===== src/hdl/mf3_pkg.sv =====
package mf3_pkg;

   // field widths
   localparam int PIXEL_BITS = 16;
   localparam int SIDE_BITS  = 11;
   localparam int POS_BITS   = 10;
   localparam int VALUE_BITS = 20;
   localparam int FRAC_BITS  = 4;
   localparam int RESET_SIDE = 8;

   // window sums: one column of three, all nine
   localparam int COLSUM_BITS = PIXEL_BITS + 2;
   localparam int SUM_BITS    = PIXEL_BITS + 4;

   // mean = (32*sum + 9) / 18 = (16*sum + 4) / 9, done as a reciprocal multiply
   localparam int DIV_BITS    = SUM_BITS + FRAC_BITS;
   localparam int RECIP_SHIFT = DIV_BITS + 4;
   localparam int RECIP_BITS  = RECIP_SHIFT - 3;
   localparam int PROD_BITS   = DIV_BITS + RECIP_BITS;
   localparam logic [RECIP_BITS-1:0] RECIP_NINE =
      RECIP_BITS'(((64'd1 << RECIP_SHIFT) + 64'd8) / 64'd9);
   localparam logic [DIV_BITS-1:0] ROUND_BIAS = DIV_BITS'(4);

   // result slots of one input pixel, in output order
   localparam int SLOT_CENTER = 0;
   localparam int SLOT_RIGHT  = 1;
   localparam int SLOT_BOTTOM = 2;
   localparam int SLOT_COUNT  = 3;

   typedef logic [SLOT_COUNT-1:0] slot_mask_type;

   typedef struct packed {
      logic [POS_BITS-1:0] row_above;
      logic [POS_BITS-1:0] row_here;
      logic [POS_BITS-1:0] col_left;
      logic [POS_BITS-1:0] col_here;
   } pos_type;

   typedef struct packed {
      slot_mask_type slots;
      logic          interior;
   } flags_type;

   typedef struct packed {
      flags_type             flags;
      pos_type               pos;
      logic [SUM_BITS-1:0]   sum;
      logic [PIXEL_BITS-1:0] center_pix;
      logic [PIXEL_BITS-1:0] right_pix;
      logic [PIXEL_BITS-1:0] bottom_pix;
   } item_type;

   // border pixels pass through in the output fixed point format
   function automatic logic [VALUE_BITS-1:0] border_value(input logic [PIXEL_BITS-1:0] pix);
      return VALUE_BITS'({pix, {FRAC_BITS{1'b0}}});
   endfunction

endpackage


===== src/hdl/mf3_channels.sv =====


// filtered result channel
interface mf3_rsp_if;
   logic                            valid;
   logic                            ready;
   logic [mf3_pkg::POS_BITS-1:0]    out_row;
   logic [mf3_pkg::POS_BITS-1:0]    out_col;
   logic [mf3_pkg::VALUE_BITS-1:0]  mean_value;
   logic                            last_of_run;

   modport source (output valid, output out_row, output out_col, output mean_value,
                   output last_of_run, input ready);
   modport sink   (input valid, input out_row, input out_col, input mean_value,
                   input last_of_run, output ready);
endinterface



===== src/hdl/mf3_result.sv =====
module mf3_result (
   input  logic               clock,
   input  logic               reset,
   input  logic               offer_valid,
   input  mf3_pkg::item_type  item,
   output logic               item_ready,
   mf3_rsp_if.source          rsp_bus
);

   mf3_pkg::slot_mask_type           pend_ff;
   mf3_pkg::slot_mask_type           pend_in;
   mf3_pkg::item_type                hold_ff;
   logic                             rsp_valid_ff;
   logic [mf3_pkg::POS_BITS-1:0]     rsp_row_ff;
   logic [mf3_pkg::POS_BITS-1:0]     rsp_col_ff;
   logic [mf3_pkg::VALUE_BITS-1:0]   rsp_value_ff;
   logic                             rsp_last_ff;

   logic                             out_free;
   logic                             emit;
   logic                             load;
   mf3_pkg::slot_mask_type           pick;
   mf3_pkg::slot_mask_type           remaining;
   logic [mf3_pkg::POS_BITS-1:0]     pick_row;
   logic [mf3_pkg::POS_BITS-1:0]     pick_col;
   logic [mf3_pkg::VALUE_BITS-1:0]   pick_value;
   logic [mf3_pkg::DIV_BITS-1:0]     dividend;
   logic [mf3_pkg::PROD_BITS-1:0]    product;
   logic [mf3_pkg::VALUE_BITS-1:0]   mean;

   // rounded mean by reciprocal multiply
   assign dividend = (mf3_pkg::DIV_BITS'(hold_ff.sum) << mf3_pkg::FRAC_BITS)
                   + mf3_pkg::ROUND_BIAS;
   assign product  = mf3_pkg::PROD_BITS'(dividend)
                   * mf3_pkg::PROD_BITS'(mf3_pkg::RECIP_NINE);
   assign mean     = product[mf3_pkg::RECIP_SHIFT +: mf3_pkg::VALUE_BITS];

   // pick the earliest pending slot
   always_comb begin
      pick       = '0;
      pick_row   = hold_ff.pos.row_here;
      pick_col   = hold_ff.pos.col_here;
      pick_value = mf3_pkg::border_value(hold_ff.bottom_pix);
      if (pend_ff[mf3_pkg::SLOT_CENTER]) begin
         pick[mf3_pkg::SLOT_CENTER] = 1'b1;
         pick_row   = hold_ff.pos.row_above;
         pick_col   = hold_ff.pos.col_left;
         pick_value = hold_ff.flags.interior ? mean
                                             : mf3_pkg::border_value(hold_ff.center_pix);
      end else if (pend_ff[mf3_pkg::SLOT_RIGHT]) begin
         pick[mf3_pkg::SLOT_RIGHT] = 1'b1;
         pick_row   = hold_ff.pos.row_above;
         pick_col   = hold_ff.pos.col_here;
         pick_value = mf3_pkg::border_value(hold_ff.right_pix);
      end else if (pend_ff[mf3_pkg::SLOT_BOTTOM]) begin
         pick[mf3_pkg::SLOT_BOTTOM] = 1'b1;
      end
   end

   // handshake between the held item and the output register
   assign out_free   = !rsp_valid_ff || rsp_bus.ready;
   assign emit       = (pend_ff != '0) && out_free;
   assign remaining  = pend_ff & ~pick;
   assign item_ready = (pend_ff == '0) || (emit && (remaining == '0));
   assign load       = offer_valid && item_ready;

   always_comb begin
      pend_in = pend_ff;
      if (load) begin
         pend_in = item.flags.slots;
      end else if (emit) begin
         pend_in = remaining;
      end
   end

   // held item and its pending slots
   always_ff @(posedge clock) begin
      if (reset) begin
         pend_ff <= '0;
      end else begin
         pend_ff <= pend_in;
      end
   end

   always_ff @(posedge clock) begin
      if (load) begin
         hold_ff <= item;
      end
   end

   // output register
   always_ff @(posedge clock) begin
      if (reset) begin
         rsp_valid_ff <= 1'b0;
      end else if (emit) begin
         rsp_valid_ff <= 1'b1;
      end else if (rsp_bus.ready) begin
         rsp_valid_ff <= 1'b0;
      end
   end

   always_ff @(posedge clock) begin
      if (emit) begin
         rsp_row_ff   <= pick_row;
         rsp_col_ff   <= pick_col;
         rsp_value_ff <= pick_value;
         rsp_last_ff  <= (remaining == '0);
      end
   end

   assign rsp_bus.valid       = rsp_valid_ff;
   assign rsp_bus.out_row     = rsp_row_ff;
   assign rsp_bus.out_col     = rsp_col_ff;
   assign rsp_bus.mean_value  = rsp_value_ff;
   assign rsp_bus.last_of_run = rsp_last_ff;

endmodule


===== src/flat_wrapper.sv =====
// flat-port wrapper written by rule: the top's interface ports become plain ports
module mf3_result_flat 
  (clock, reset, offer_valid, item, item_ready, rsp_bus_valid, rsp_bus_out_row, rsp_bus_out_col, rsp_bus_mean_value, rsp_bus_last_of_run, rsp_bus_ready);
  mf3_rsp_if rsp_bus_i ();
  input  logic clock;
  input  logic reset;
  input  logic offer_valid;
  input  mf3_pkg::item_type item;
  output logic item_ready;
  output wire logic [$bits(rsp_bus_i.valid)-1:0] rsp_bus_valid;
  output wire logic [$bits(rsp_bus_i.out_row)-1:0] rsp_bus_out_row;
  output wire logic [$bits(rsp_bus_i.out_col)-1:0] rsp_bus_out_col;
  output wire logic [$bits(rsp_bus_i.mean_value)-1:0] rsp_bus_mean_value;
  output wire logic [$bits(rsp_bus_i.last_of_run)-1:0] rsp_bus_last_of_run;
  input wire logic [$bits(rsp_bus_i.ready)-1:0] rsp_bus_ready;
  assign rsp_bus_valid = rsp_bus_i.valid;
  assign rsp_bus_out_row = rsp_bus_i.out_row;
  assign rsp_bus_out_col = rsp_bus_i.out_col;
  assign rsp_bus_mean_value = rsp_bus_i.mean_value;
  assign rsp_bus_last_of_run = rsp_bus_i.last_of_run;
  assign rsp_bus_i.ready = rsp_bus_ready;
  mf3_result u_core (.clock(clock), .reset(reset), .offer_valid(offer_valid), .item(item), .item_ready(item_ready), .rsp_bus(rsp_bus_i));
endmodule

===== config.mk =====
export PLATFORM = sky130hd
export DESIGN_NAME = mf3_result_flat
export DESIGN_NICKNAME = d
export VERILOG_FILES = /design/src/hdl/mf3_pkg.sv /design/src/hdl/mf3_channels.sv /design/src/hdl/mf3_result.sv /design/src/flat_wrapper.sv
export SDC_FILE = /design/constraint.sdc
export NUM_CORES = 1
export LEC_CHECK = 0
export ABC_AREA = 1
export BUFFER_PORTS_ARGS = -buffer_cell sky130_fd_sc_hd__buf_2
export CAP_MARGIN = 20
export CELL_PAD_IN_SITES_DETAIL_PLACEMENT = 0
export CELL_PAD_IN_SITES_GLOBAL_PLACEMENT = 1
export CORE_MARGIN = 5
export CORE_UTILIZATION = 40
export CTS_BUF_LIST = sky130_fd_sc_hd__clkbuf_4 sky130_fd_sc_hd__clkbuf_8 sky130_fd_sc_hd__clkbuf_16
export DETAILED_ROUTE_END_ITERATION = 12
export PLACE_DENSITY = 0.74
export RECOVER_POWER = 50
export SLEW_MARGIN = 10
export SYNTH_ARGS = -nofsm -noshare
export SYNTH_HDL_FRONTEND = slang
export SYNTH_SLANG_ARGS = --single-unit

===== constraint.sdc =====
create_clock -name clock -period 9.4 [get_ports clock]
set_clock_uncertainty 0.15 [all_clocks]
set_input_delay 0.47 -clock clock [delete_from_list [all_inputs] [get_ports clock]]
set_output_delay 0.47 -clock clock [all_outputs]
set_load 0.02 [all_outputs]

==> impl_metrics.py <==
metrics = {
    "run_status": {
        "outcome": "complete, but fails checks",
        "violations": "capacitance limit, slew limit",
    },
    "grt": {
        "antenna_found_initial": 2,
        "grt_overflow": 0,
        "grt_pass1_vias": 9663,
        "grt_max_degree": 72,
        "grt_first_pass_wirelength_mm": 52.7,
        "gr-usage-all-layers_pct": 18.8,
    },
    "setup_path": {
        "worstPathCellList": "inv_1 > fa_1 > inv_1 > ha_1 > fa_1 > inv_1 > fa_1 > fa_1 > fa_1 > inv_1 > fa_1 > ha_1 > a21oi_1 > o21ai_1 > a21oi_1 > nand3_2 > nand2_1 > nand2_1 > nand2_1 > nand3_1 > nand2_1 > nand2_1",
        "worstPathRequired_ns": 9.44,
        "crit_family": "adder cells",
        "reg2regPathDepth": 22,
        "critPathCaptureType": "flop",
        "worst-path-buf-inv": 4,
        "worstPathMaxFanout": 6,
        "crit_type": "reg2reg",
        "critical_path.most_common_cell": "fa_1",
        "worstPathArrival_ns": 6.57,
        "cpMaxStageDelayCell": "fa_1",
        "worst_path_largest_cell_delay_ns": 0.58,
        "worst_setup_path_start_kind": "flop",
        "crit_cells": 22,
    },
    "finish": {
        "drive_gt1_share_pct": 11.0,
        "nNetsFinal": 1940,
        "final_area_um2": 15200,
        "seq_area_um2": 4580,
        "multi_input_area_um2": 7610,
        "area_growth_pct": 14.2,
        "fillers": 3193,
    },
    "die": {
        "die_w_um": 192,
        "core_um2": 32700,
        "dieHeight_um": 192,
        "io-pin-count": 159,
        "start_util_pct": 40.6,
        "die_area_um2": 37000,
        "rows": 66,
    },
    "routing": {
        "first_iter_violations": 460,
        "antenna_left": 0,
        "drc": 0,
        "wl_per_cell_um": 17.1,
        "dr.pass1.iters": 5,
        "num_vias": 9320,
        "totalWireLength_mm": 33.6,
        "via_per_inst": 4.75,
    },
    "clock_tree": {
        "cts.sink_count": 154,
        "cts_buffers": 17,
        "htree_num_levels": 4,
        "clk_latency_ns": 0.44,
        "clk_pin_slew_ns": 0.08,
        "cts_resized": 0,
        "clockRootBuffer": "clkbuf_16",
        "cts_hold_buf": 0,
        "cts_tree": "yes",
        "clockBufferDepth": 2,
        "post_cts_buffers": 0,
    },
    "sta": {
        "hold_ws_ns": 0.0498,
        "period_minus_slack_ns": 6.53,
        "fin_setup_tns_ns": 0,
        "max_freq_ghz": 0.153,
        "slew_violations": 46,
        "hold_viol": 0,
        "rsz0062_at_grt": "no",
        "setup_slack_ns": 2.87,
        "finalSetupViolCount": 0,
        "tightest_slew_ns": 2.01,
        "fin_crit_sh_pct": 69.5,
        "maxSlewHeadroom_pct": -34.0,
    },
    "hold_path": {
        "hold_depth": 2,
        "holdCritPathClass": "in2reg",
    },
    "placement": {
        "post_dp_cell_area_um2": 14600,
        "hpwlAfterDp_mm": 28.4,
        "place.gp.congestion": 0.903,
        "post-place-ws_ns": 2.92,
        "port_buffers": 158,
    },
    "synthesis": {
        "ys_seq_area_share_pct": 34.5,
        "syn_nets": 1774,
        "ys.flop_type": "edfxtp_1",
        "ys_async_sr_fraction_pct": 0,
        "synth_area_leaders": "edfxtp_1, fa_1, ha_1",
        "synth.most_common_cell": "inv_1",
        "ys_warn_count": 0,
        "synth_area_um2": 13300,
        "ys_seq_elements": 154,
        "avgSynthCellArea_um2": 9.92,
        "synth_cell_types": 35,
        "postSynthCellCount": 1339,
        "synth_top_area_share_pct": 33.9,
        "synthTopCellsByCount": "inv_1, nand2_1, ha_1",
        "synth_edf_count": 150,
        "synth_top_cell_by_area": "edfxtp_1",
    },
    "flow_run": {
        "maxCapViolCount": 1,
    },
}
## cell families after synthesis
kind of cell             count (synthesis)  share of synthesized area, %
flip-flops                             154                          34.5
buffers and inverters                  291                          8.26
adder cells (fa/ha/maj)                319                          37.0
multiplexers                            10                         0.847
XOR/XNOR                                16                          1.05
AND/OR/NAND/NOR                        405                          12.5
AO/OA/AOI/OAI                          144                          5.84
## layer usage
metal	part of all wire, %	up-vias	routed length (um)	GRT usage (%)
met5	0.039	-	13	0
met4	1.8	2	596	4.96
met3	6.3	35	2120	4.54
met2	45	249	15100	29.1
met1	47	4371	15700	26.6
li1	-	4663	-	-
## placed cells by master, fill, tap and decap left out, types with 2 or more instances in the layout
cell type  count
inv_1        276
nand2_1      245
ha_1         195
edfxtp_1     150
fa_1         124
buf_2        104
nor2_1        91
a21oi_1       60
clkbuf_1      55
o21ai_0       51
nand3_1       37
clkbuf_16     17
o21ai_1       12
mux2_2        10
nor2_2        10
xor2_1         9
nand4_1        8
xnor2_1        7
a21o_1         7
o21bai_1       6
nor3_1         5
clkinv_8       5
inv_6          4
dfxtp_1        4
nand2_2        2
nand3_2        2
o21a_1         2
nor4_1         2
o211ai_1       2
bufinv_16      2
inv_8          2
buf_4          2
## registers in the layout (all words and copies together), names as in the netlist
name and cells:
u_core.hold_ff 109, u_core.pend_ff 3, u_core.rsp_bus.last_of_run 1, u_core.rsp_bus.mean_value 20, u_core.rsp_bus.out_col 10, u_core.rsp_bus.out_row 10
u_core.rsp_bus.valid 1
## final timing paths
path / from / to / slack, ns
min: reset / u_core.pend_ff[2] / 0.05
min reg2reg: u_core.pend_ff[2] / u_core.pend_ff[2] / 0.32
max: u_core.hold_ff[48] / u_core.rsp_bus.mean_value[10] / 2.87
max reg2reg: u_core.hold_ff[48] / u_core.rsp_bus.mean_value[10] / 2.87
## metrics by stage
stage / std cells / utilization (%)
floorplan: 1339 / -
global placement: 1928 / 44.7
detailed placement: 1928 / 44.7
CTS: 1960 / 46.6
global route: 1960 / 46.4
finish: 1961 / 46.4
## worst reg2reg max path, cell delays in order, from the launching register on
cell      delay (ns)
edfxtp_1        0.52
inv_1           0.26
fa_1            0.52
inv_1           0.12
ha_1            0.28
fa_1            0.52
inv_1           0.06
fa_1            0.51
fa_1            0.52
fa_1            0.58
inv_1           0.07
fa_1            0.49
ha_1            0.39
a21oi_1         0.23
o21ai_1         0.17
a21oi_1         0.22
nand3_2         0.18
nand2_1         0.12
nand2_1         0.06
nand2_1         0.05
nand3_1         0.13
nand2_1         0.11
nand2_1         0.05
## area by class of cell
class / count / area share (%)
multi-input cells: 894 / 50.1
flip-flops and latches: 154 / 30.2
inverters: 277 / 6.87
repair buffers: 161 / 4.89
well taps: 442 / 3.65
clock buffers: 18 / 2.85
clock inverters: 14 / 1.36
diodes: 1 / 0.0165
Power is left out: the tool's default activity adds up to more than one toggle a clock period on the data nets, which glitch-free logic cannot reach.
