**src/hdl/mf3_pkg.sv**
```systemverilog
package mf3_pkg;

   // field widths
   localparam int PIXEL_BITS = 16;
   localparam int SIDE_BITS  = 11;
   localparam int POS_BITS   = 10;
   localparam int VALUE_BITS = 20;
   localparam int FRAC_BITS  = 4;
   localparam int RESET_SIDE = 8;

   // window sums: one column of three, all nine
   localparam int COLSUM_BITS = PIXEL_BITS + 2;
   localparam int SUM_BITS    = PIXEL_BITS + 4;

   // mean = (32*sum + 9) / 18 = (16*sum + 4) / 9, done as a reciprocal multiply
   localparam int DIV_BITS    = SUM_BITS + FRAC_BITS;
   localparam int RECIP_SHIFT = DIV_BITS + 4;
   localparam int RECIP_BITS  = RECIP_SHIFT - 3;
   localparam int PROD_BITS   = DIV_BITS + RECIP_BITS;
   localparam logic [RECIP_BITS-1:0] RECIP_NINE =
      RECIP_BITS'(((64'd1 << RECIP_SHIFT) + 64'd8) / 64'd9);
   localparam logic [DIV_BITS-1:0] ROUND_BIAS = DIV_BITS'(4);

   // result slots of one input pixel, in output order
   localparam int SLOT_CENTER = 0;
   localparam int SLOT_RIGHT  = 1;
   localparam int SLOT_BOTTOM = 2;
   localparam int SLOT_COUNT  = 3;

   typedef logic [SLOT_COUNT-1:0] slot_mask_type;

   typedef struct packed {
      logic [POS_BITS-1:0] row_above;
      logic [POS_BITS-1:0] row_here;
      logic [POS_BITS-1:0] col_left;
      logic [POS_BITS-1:0] col_here;
   } pos_type;

   typedef struct packed {
      slot_mask_type slots;
      logic          interior;
   } flags_type;

   typedef struct packed {
      flags_type             flags;
      pos_type               pos;
      logic [SUM_BITS-1:0]   sum;
      logic [PIXEL_BITS-1:0] center_pix;
      logic [PIXEL_BITS-1:0] right_pix;
      logic [PIXEL_BITS-1:0] bottom_pix;
   } item_type;

   // border pixels pass through in the output fixed point format
   function automatic logic [VALUE_BITS-1:0] border_value(input logic [PIXEL_BITS-1:0] pix);
      return VALUE_BITS'({pix, {FRAC_BITS{1'b0}}});
   endfunction

endpackage

```
**src/hdl/mf3_window.sv**
```systemverilog
module mf3_window (
   input  logic                            clock,
   input  logic                            advance,
   input  logic [mf3_pkg::PIXEL_BITS-1:0]  pixel,
   input  logic [mf3_pkg::PIXEL_BITS-1:0]  upper_q,
   input  logic [mf3_pkg::PIXEL_BITS-1:0]  lower_q,
   input  mf3_pkg::flags_type              flags,
   input  mf3_pkg::pos_type                pos,
   output mf3_pkg::item_type               item
);

   // the 3x3 window kept as two column sums plus the middle row pixel
   logic [mf3_pkg::COLSUM_BITS-1:0] col1_sum_ff;
   logic [mf3_pkg::COLSUM_BITS-1:0] col2_sum_ff;
   logic [mf3_pkg::PIXEL_BITS-1:0]  mid_ff;
   logic [mf3_pkg::COLSUM_BITS-1:0] col_sum_in;

   // new right column enters the window
   assign col_sum_in = mf3_pkg::COLSUM_BITS'(upper_q) + mf3_pkg::COLSUM_BITS'(lower_q)
                     + mf3_pkg::COLSUM_BITS'(pixel);

   always_ff @(posedge clock) begin
      if (advance) begin
         col1_sum_ff <= col2_sum_ff;
         col2_sum_ff <= col_sum_in;
         mid_ff      <= lower_q;
      end
   end

   // item as seen after the window shift
   always_comb begin
      item.flags      = flags;
      item.pos        = pos;
      item.sum        = mf3_pkg::SUM_BITS'(col1_sum_ff) + mf3_pkg::SUM_BITS'(col2_sum_ff)
                      + mf3_pkg::SUM_BITS'(col_sum_in);
      item.center_pix = mid_ff;
      item.right_pix  = lower_q;
      item.bottom_pix = pixel;
   end

endmodule

```
**config.mk**
```make
export PLATFORM = sky130hd
export DESIGN_NAME = mf3_window
export DESIGN_NICKNAME = d
export VERILOG_FILES = /design/src/hdl/mf3_pkg.sv /design/src/hdl/mf3_window.sv
export SDC_FILE = /design/constraint.sdc
export NUM_CORES = 1
export LEC_CHECK = 0
export ABC_CLOCK_PERIOD_IN_PS = 7700
export BUFFER_PORTS_ARGS = -buffer_cell sky130_fd_sc_hd__buf_4
export CAP_MARGIN = 30
export CORE_ASPECT_RATIO = 1.5
export CORE_MARGIN = 2
export CORE_UTILIZATION = 48
export CTS_CLUSTER_SIZE = 12
export DETAILED_ROUTE_END_ITERATION = 8
export PLACE_DENSITY = 0.92
export SYNTH_ARGS = -nofsm -noshare
export SYNTH_HDL_FRONTEND = slang
export SYNTH_SLANG_ARGS = --single-unit
```
**constraint.sdc**
```tcl
create_clock -name clock -period 7.7 [get_ports clock]
set_input_delay 1.54 -clock clock [delete_from_list [all_inputs] [get_ports clock]]
set_output_delay 1.54 -clock clock [all_outputs]
set_load 0.02 [all_outputs]
```
==> results of run 1 <==
==> sequential cells by signal (all words and copies together), names as in the netlist <==
| register | count |
|---|---|
| mid_ff | 16 |
| col1_sum_ff | 18 |
| col2_sum_ff | 18 |
==> repair_timing <==
item                                   CTS  global route
setup endpoints to repair                0             5
buffers inserted                         0             1
gates resized for setup                  0             3
endpoints found under the hold margin    0             0
==> worst paths after layout <==
kind	startpoint	end	slack, ns	depth (start not counted)
max	pixel[1]	item[64]	0.24	19
min	col2_sum_ff[3]	col1_sum_ff[3]	0.46	0
max reg2reg	col2_sum_ff[15]	col1_sum_ff[15]	7.00	0
min reg2reg	col2_sum_ff[3]	col1_sum_ff[3]	0.46	0
==> power by group through the flow <==
stage	logic, W	clock network, W	registers, W
after floorplan	0.00135	0	0.000419
final	0.00201	0.000257	0.000411
after CTS	0.00201	0.000263	0.000412
after global placement	0.00194	0	0.000415
after detailed placement	0.00200	0	0.000418
after global routing	0.00220	0.000272	0.000419
==> cell usage in the layout (no fill, tap or decap), types with 2 or more instances in the layout <==
cell type,n
fa_1,36
nor4_1,3
nand3_1,5
inv_1,24
edfxtp_1,52
o21ai_0,7
buf_4,118
o211ai_1,5
and2_1,2
a211oi_1,2
o21a_1,3
a211oi_2,3
nand2_1,12
nor2_1,13
ha_1,31
nor3_1,5
o21bai_1,3
a21o_1,11
nand2b_1,4
a21oi_1,21
a31oi_1,3
xnor2_1,15
clkbuf_16,5
xor2_1,13
nand4_1,5
==> kinds of logic after synthesis <==
family | after synthesis
AND/OR/NAND/NOR | 54
AO/OA/AOI/OAI | 75
XOR/XNOR | 28
adder cells (fa/ha/maj) | 68
flip-flops | 52
buffers and inverters | 103
==> metal layers <==
layer / wire length (µm) / part of all wire / vias to the layer above / global-route usage
met5: 0 / 0 / - / 0
met3: 576 / 0.064 / 22 / 0.0407
met4: 205 / 0.023 / 0 / 0.0625
met2: 5280 / 0.59 / 128 / 0.367
li1: - / - / 1364 / -
met1: 2940 / 0.33 / 1455 / 0.182
==> layout make-up <==
type / count / area, µm²
Timing Repair Buffer: 118 / 886
Tap cell: 112 / 140
Clock inverter: 2 / 38.8
Sequential cell: 52 / 1560
Fill cell: 779 / 4080
Inverter: 24 / 90.1
Clock buffer: 6 / 129
Multi-Input combinational cell: 225 / 2220
==> worst max-delay path, stage by stage <==
cell and delay (ns):
buf_4 0.12, fa_1 0.47, ha_1 0.26, fa_1 0.42
a21o_1 0.21, a21oi_2 0.20, o21ai_1 0.14, a31o_1 0.24
a21oi_1 0.18, xnor2_1 0.18, fa_1 0.50, ha_4 0.33
nand4_1 0.12, nor4_1 0.25, o21ai_0 0.12, nand3_1 0.15
a31oi_1 0.12, xnor2_1 0.20, buf_4 0.17
==> per-stage QoR <==
| step | std cells | TNS, ns | util |
|---|---|---|---|
| global placement | 530 | 0 | 0.533 |
| finish | 539 | 0 | 0.553 |
| detailed placement | 530 | 0 | 0.533 |
| CTS | 538 | 0 | 0.551 |
| floorplan | 380 | 0 | - |
| global route | 539 | -0.00996 | 0.553 |
==> impl_results.md, run 1 <==
* Count of final hold-check violations at 0
* First-pass GRT wire length at 14400 µm
* Synth top cells by count: 76 x buf_4, 52 x edfxtp_1, 36 x fa_1
* CTS Buffer Depth at 2
* Unique cell type count in the Yosys netlist at 47
* Clock Pin Slew Worst Setup and Hold Paths at 0.07 ns
* Post-Synth XOR/XNOR Area at 0.0552
* GR Overflow Total at 0
* Cells after synthesis at 380
* Count leader, synth: buf_4
* Combinational share of power at 0.751
* Vias post-DR at 2969
* Detailed Route Iter0 Violations at 130
* Vias per cell at 5.51
* Area contributors post-synth: edfxtp_1 35%, fa_1 16%, buf_4 13%
* Synthesized area per cell at 11.7 µm²
* MaxCap Viol Count at 0
* Root buffer cell: clkbuf_16
* Initial Util at 0.486
* Final Skew at 0.00460 ns
* Largest net degree at the start of global routing at 53
* Mapped Nets at 542
* Total leakage power at 2.19 nW
* CP max FO at 6
* DRC viols at 0
* FP Rows at 43
* Fmax at 134 MHz
* Synth top area share at 0.351
* Arrival time at the worst endpoint at 5.92 ns
* Critical path type: input port to output pin
* Worst-Margin Slew at 0.697 ns
* Net Sw Power at 0.00128 W
* WP data required at 6.16 ns
* P&R area growth vs syn at 13.9%
* Fin Hold WS at 0.464 ns
* I/O Buffers at 117
* CTS tree: yes
* Share of layout cells above drive strength 1 at 0.328
* Core box area at 0.00915 mm²
* Max rail drop VDD at 0.604 mV
* Outcome: finished clean
* Initial antenna violation count at 0
* Simple logic cell fraction of the synthesized area at 0.0600
* Drt total wl at 9010 µm
* EDFF count, synth at 52
* Largest family of logic cells by synthesized area: adder cells
* Hpwl dp at 7320 µm
* Hold Crit Class: flop to flop
* Synth Warn # at 0
* DIE AREA at 0.0101 mm²
* Kind of end point of the critical path: output pin
* Placed Area at 0.00487 mm²
* Number of global-route vias before repair at 3197
* Die X-Extent at 82.6 µm
* Part of the cycle the worst path needs at 0.968
* I/O pins at 206
* Mapped Area at 0.00444 mm²
* Compound-Gate Fraction of Synth Area at 0.128
* Internal at 0.00139 W
* Hold buffers post-CTS at 0
* Pwr/cell area at 529 mW/mm²
* Adder-Cell Fraction of Synth Area at 0.252
* Slew HR at 0.535
* Biggest area consumer among synthesized cells: edfxtp_1
* GP Congestion at 0.859
* Final Setup Violations at 0
* Final ANT Viol Nets at 0
* CP Launch Type: input port
* #FFs+latches synth at 52
* Top FF cell, synth: edfxtp_1
* CTS sink count at 52
* Post-synthesis sequential area ratio at 0.351
* Final Instance Area at 0.00506 mm²
* Later-pin clock latency in the skew report at 0.29 ns
* Total power at 0.00268 W
* Total CTS buffers at 5
* Reg power frac at 0.153
* DRT Pass-1 Iters at 5
* Post-synthesis mux area share at 0
* Final Max Slew Viols at 0
* Nets at 588
* Fin crit period at 7.46 ns
* Pre-CTS setup slack at 0.119 ns
* Die Ht at 122 µm
* Switch share at 0.479
* Clk network pwr share at 0.096
* Setup slack after layout at 0.243 ns
* Antenna fix cells at 0
* Drt wl/cell at 16.7 µm
* Gr usage total at 0.186
* Async SR Flop Fraction at 0
* H-tree depth at 2
Power figures use the tool's default switching activity.
==> run 2: changes to the inputs <==
- ABC_AREA: unset -> 1
- CORE_UTILIZATION: 48 -> 49
==> impl_results.md, run 2 <==
* MaxCap Viol Count at 0 (unchanged)
* Async SR Flop Fraction at 0 (unchanged)
* Area contributors post-synth: edfxtp_1 33%, fa_1 15%, buf_4 12%
* Antenna fix cells at 0 (unchanged)
* Setup Fix Bufs, Post-CTS at 0 (unchanged)
* Initial antenna violation count at 0 (unchanged)
* Detailed Route Iter0 Violations at 99 (-24%)
* Most frequent cells in the layout: 120 x nand2_1, 117 x buf_4, 60 x inv_1
* Kind of end point of the critical path: output pin
* Slew HR at 0.559 (+0.0242)
* Drt wl/cell at 14.7 µm (-12%)
* Synth top cells by count: 120 x nand2_1, 76 x buf_4, 60 x inv_1
* Count leader, synth: nand2_1
* Initial Util at 0.506 (+0.0197)
* Synth top area share at 0.332 (-0.0195)
* Clock Pin Slew Worst Setup and Hold Paths at 0.07 ns (about the same)
* Hpwl dp at 8490 µm (+16%)
* Final ANT Viol Nets at 0 (unchanged)
* Hold path depth at 0 (unchanged)
* Hold Crit Class: flop to flop
* Crit path from: pixel[1]
* Post-synthesis sequential area ratio at 0.332 (-0.0195)
* I/O Buffers at 117 (unchanged)
* CTS sink count at 52 (unchanged)
* CTS tree: yes
* Synthesized area per cell at 9.07 µm² (-22%)
* CP Launch Type: input port
* Total leakage power at 2.59 nW (+18%)
* Met3 Use GR at 0.0331 (-0.00761)
* Core box area at 0.00931 mm² (+1.8%)
* DRT Pass-1 Iters at 4 (-1)
* Mapped Nets at 681 (+26%)
* Total CTS buffers at 5 (unchanged)
* CTS Buffer Depth at 2 (unchanged)
* Vias per cell at 5.11 (-7.3%)
* Vias post-DR at 3473 (+17%)
* Final Setup Violations at 0 (unchanged)
* GR Overflow Total at 0 (unchanged)
* Worst-Margin Slew at 0.661 ns (-0.0363 ns)
* DIE AREA at 0.0104 mm² (+3.6%)
* WP data required at 6.16 ns (about the same)
* Critical path type: input port to output pin
* Switch share at 0.504 (+0.0245)
* Unique cell type count in the Yosys netlist at 26 (-45%)
* Top FF cell, synth: edfxtp_1
* Die Ht at 124 µm (+1.8%)
* Synth Warn # at 0 (unchanged)
* Part of the cycle the worst path needs at 0.895 (-0.0736)
* Root buffer cell: clkbuf_16
* Number of global-route vias before repair at 3615 (+13%)
* Share of layout cells above drive strength 1 at 0.238 (-0.0902)
* Worst Hold Launch: col2_sum_ff[3]
* P&R area growth vs syn at 13.2%
* Setup TNS at 0 ns (unchanged)
* Outcome: finished clean
* CP dominant cell by count: nand2_1
* Later-pin clock latency in the skew report at 0.29 ns (about the same)
* Met2 Use GR at 0.374 (+0.00706)
* Placed Area at 0.00515 mm² (+5.8%)
* Global route hottest layer: met2
* CTS resizes at 0 (unchanged)
* EDFF count, synth at 52 (unchanged)
* Combinational share of power at 0.743 (-0.008)
* Mapped Area at 0.00471 mm² (+5.9%)
* Crit-path max cell delay at 0.47 ns (-0.03 ns)
* Reg power frac at 0.157 (+0.004)
* Max rail drop VDD at 0.580 mV (-4.0%)
* Largest net degree at the start of global routing at 53 (unchanged)
* #FFs+latches synth at 52 (unchanged)
* CP max FO at 5 (-1)
* Nets at 729 (+24%)
* Biggest area consumer among synthesized cells: edfxtp_1
* DRC viols at 0 (unchanged)
* Drt total wl at 10000 µm (+11%)
* Worst R2R Start: col2_sum_ff[7]
* Reg2Reg Depth at 0 (unchanged)
* Final Skew at 0.00562 ns (+0.00101 ns)
* Most common cell after layout, fill and taps aside: nand2_1
* Slowest CP cell: fa_1
* Internal at 0.00128 W (-8.1%)
* Count of final hold-check violations at 0 (unchanged)
* Net Sw Power at 0.00130 W (+1.3%)
* H-tree depth at 2 (unchanged)
* Pwr/cell area at 485 mW/mm² (-8.3%)
* Largest regs: col1_sum_ff (18), col2_sum_ff (18), mid_ff (16)
* M1 GR Usage at 0.214 (+0.0316)
* RSZ-0062 raised after global routing: false
* Fmax at 145 MHz (+8.2%)
* Critical path, cell by cell: buf_4 > fa_1 > ha_1 > fa_1 > nand3_1 > nand2_1 > nand3_1 > nand3_2 > nand2_1 > inv_1 > nor2_1 > fa_1 > ha_1 > nand2_1 > nor2_1 > and2_1 > nand2_1 > nand2_1 > nand2_1 > nand2_1 > buf_4
* Hold buffers post-CTS at 0 (unchanged)
* Final Max Slew Viols at 0 (unchanged)
* I/O pins at 206 (unchanged)
* GP Congestion at 0.854 (-0.57%)
* Arrival time at the worst endpoint at 5.35 ns (-0.57 ns)
* First-pass GRT wire length at 16600 µm (+15%)
* Final Instance Area at 0.00533 mm² (+5.2%)
* Die X-Extent at 84.0 µm (+1.8%)
* Clk network pwr share at 0.100 (+0.004)
* Fin crit period at 6.89 ns (-0.566 ns)
* Cells after synthesis at 519 (+37%)
* FP Rows at 43 (unchanged)
* Gr usage total at 0.200 (+0.0140)
[run 2: cell count changes in the layout (fill, tap and decap cells not counted), sizes merged, moves of 9 or more]
| cell | previous run | this run |
|---|---|---|
| nand2 | 13 | 123 |
| a21oi | 23 | 33 |
| xnor2 | 15 | 4 |
| a21o | 11 | 2 |
| nor2 | 14 | 36 |
| nand3 | 5 | 26 |
| inv | 25 | 61 |
[run 2: logic make-up (layout without fill, tap and decap cells)]
group / after synthesis / after routing / share of synthesized area
compound gates: 52 / 52 / 0.0598
xor+xnor: 15 / 15 / 0.0279
fa+ha+maj: 68 / 68 / 0.238
buf+inv: 136 / 185 / 0.169
flops: 52 / 52 / 0.332
simple gates: 196 / 196 / 0.173
[run 2: cell type report]
class | instances | area (µm²)
timing repair buffer | 117 | 878
inverter | 60 | 225
multi-input combinational | 331 | 2350
clock buffer | 5 | 125
clock inverter | 3 | 46.3
sequential | 52 | 1560
fill | 809 | 3980
tap | 112 | 140
[run 2: worst max-delay path, delay by kind of cell]
family | cells | cell delay [ns]
buffers and inverters | 3 | 0.29
adder cells (fa/ha/maj) | 5 | 2.04
AND/OR/NAND/NOR | 13 | 1.48
[run 2: worst paths after layout]
path / endpoint / slack, ns
worst max register to register: col1_sum_ff[7] / 7.00
worst max-delay path: item[66] / 0.81
worst min-delay path: col1_sum_ff[3] / 0.46
worst min register to register: col1_sum_ff[3] / 0.46
[run 2: routing by layer]
metal / wire length (µm) / part of all wire / up-vias
met1: 3510 / 0.35 / 1587
met2: 5400 / 0.54 / 138
li1: - / - / 1708
met4: 498 / 0.050 / 0
met3: 585 / 0.059 / 40
met5: 0 / 0 / -
[run 2: through the flow]
stage / setup WS (ns) / power (W) / hold slack (ns) / utilization / cells
5_1_grt: 0.520 / 0.00283 / 0.469 / 0.572 / 680
4_1_cts: 0.834 / 0.00260 / 0.463 / 0.572 / 680
6_report: 0.809 / 0.00258 / 0.461 / 0.572 / 680
3_5_place_dp: 0.841 / 0.00234 / 0.440 / 0.554 / 672
3_3_place_gp: 0.932 / 0.00229 / 0.432 / 0.554 / 672
2_1_floorplan: 1.44 / 0.00174 / 0.426 / - / 519
[run 2: power by group through the flow]
stage	Combinational (W)	Sequential (W)	Clock, W
after floorplan	0.00132	0.000415	0
after global placement	0.00188	0.000409	0
after detailed placement	0.00192	0.000413	0
after CTS	0.00193	0.000406	0.000263
after global routing	0.00215	0.000412	0.000273
final	0.00192	0.000405	0.000258
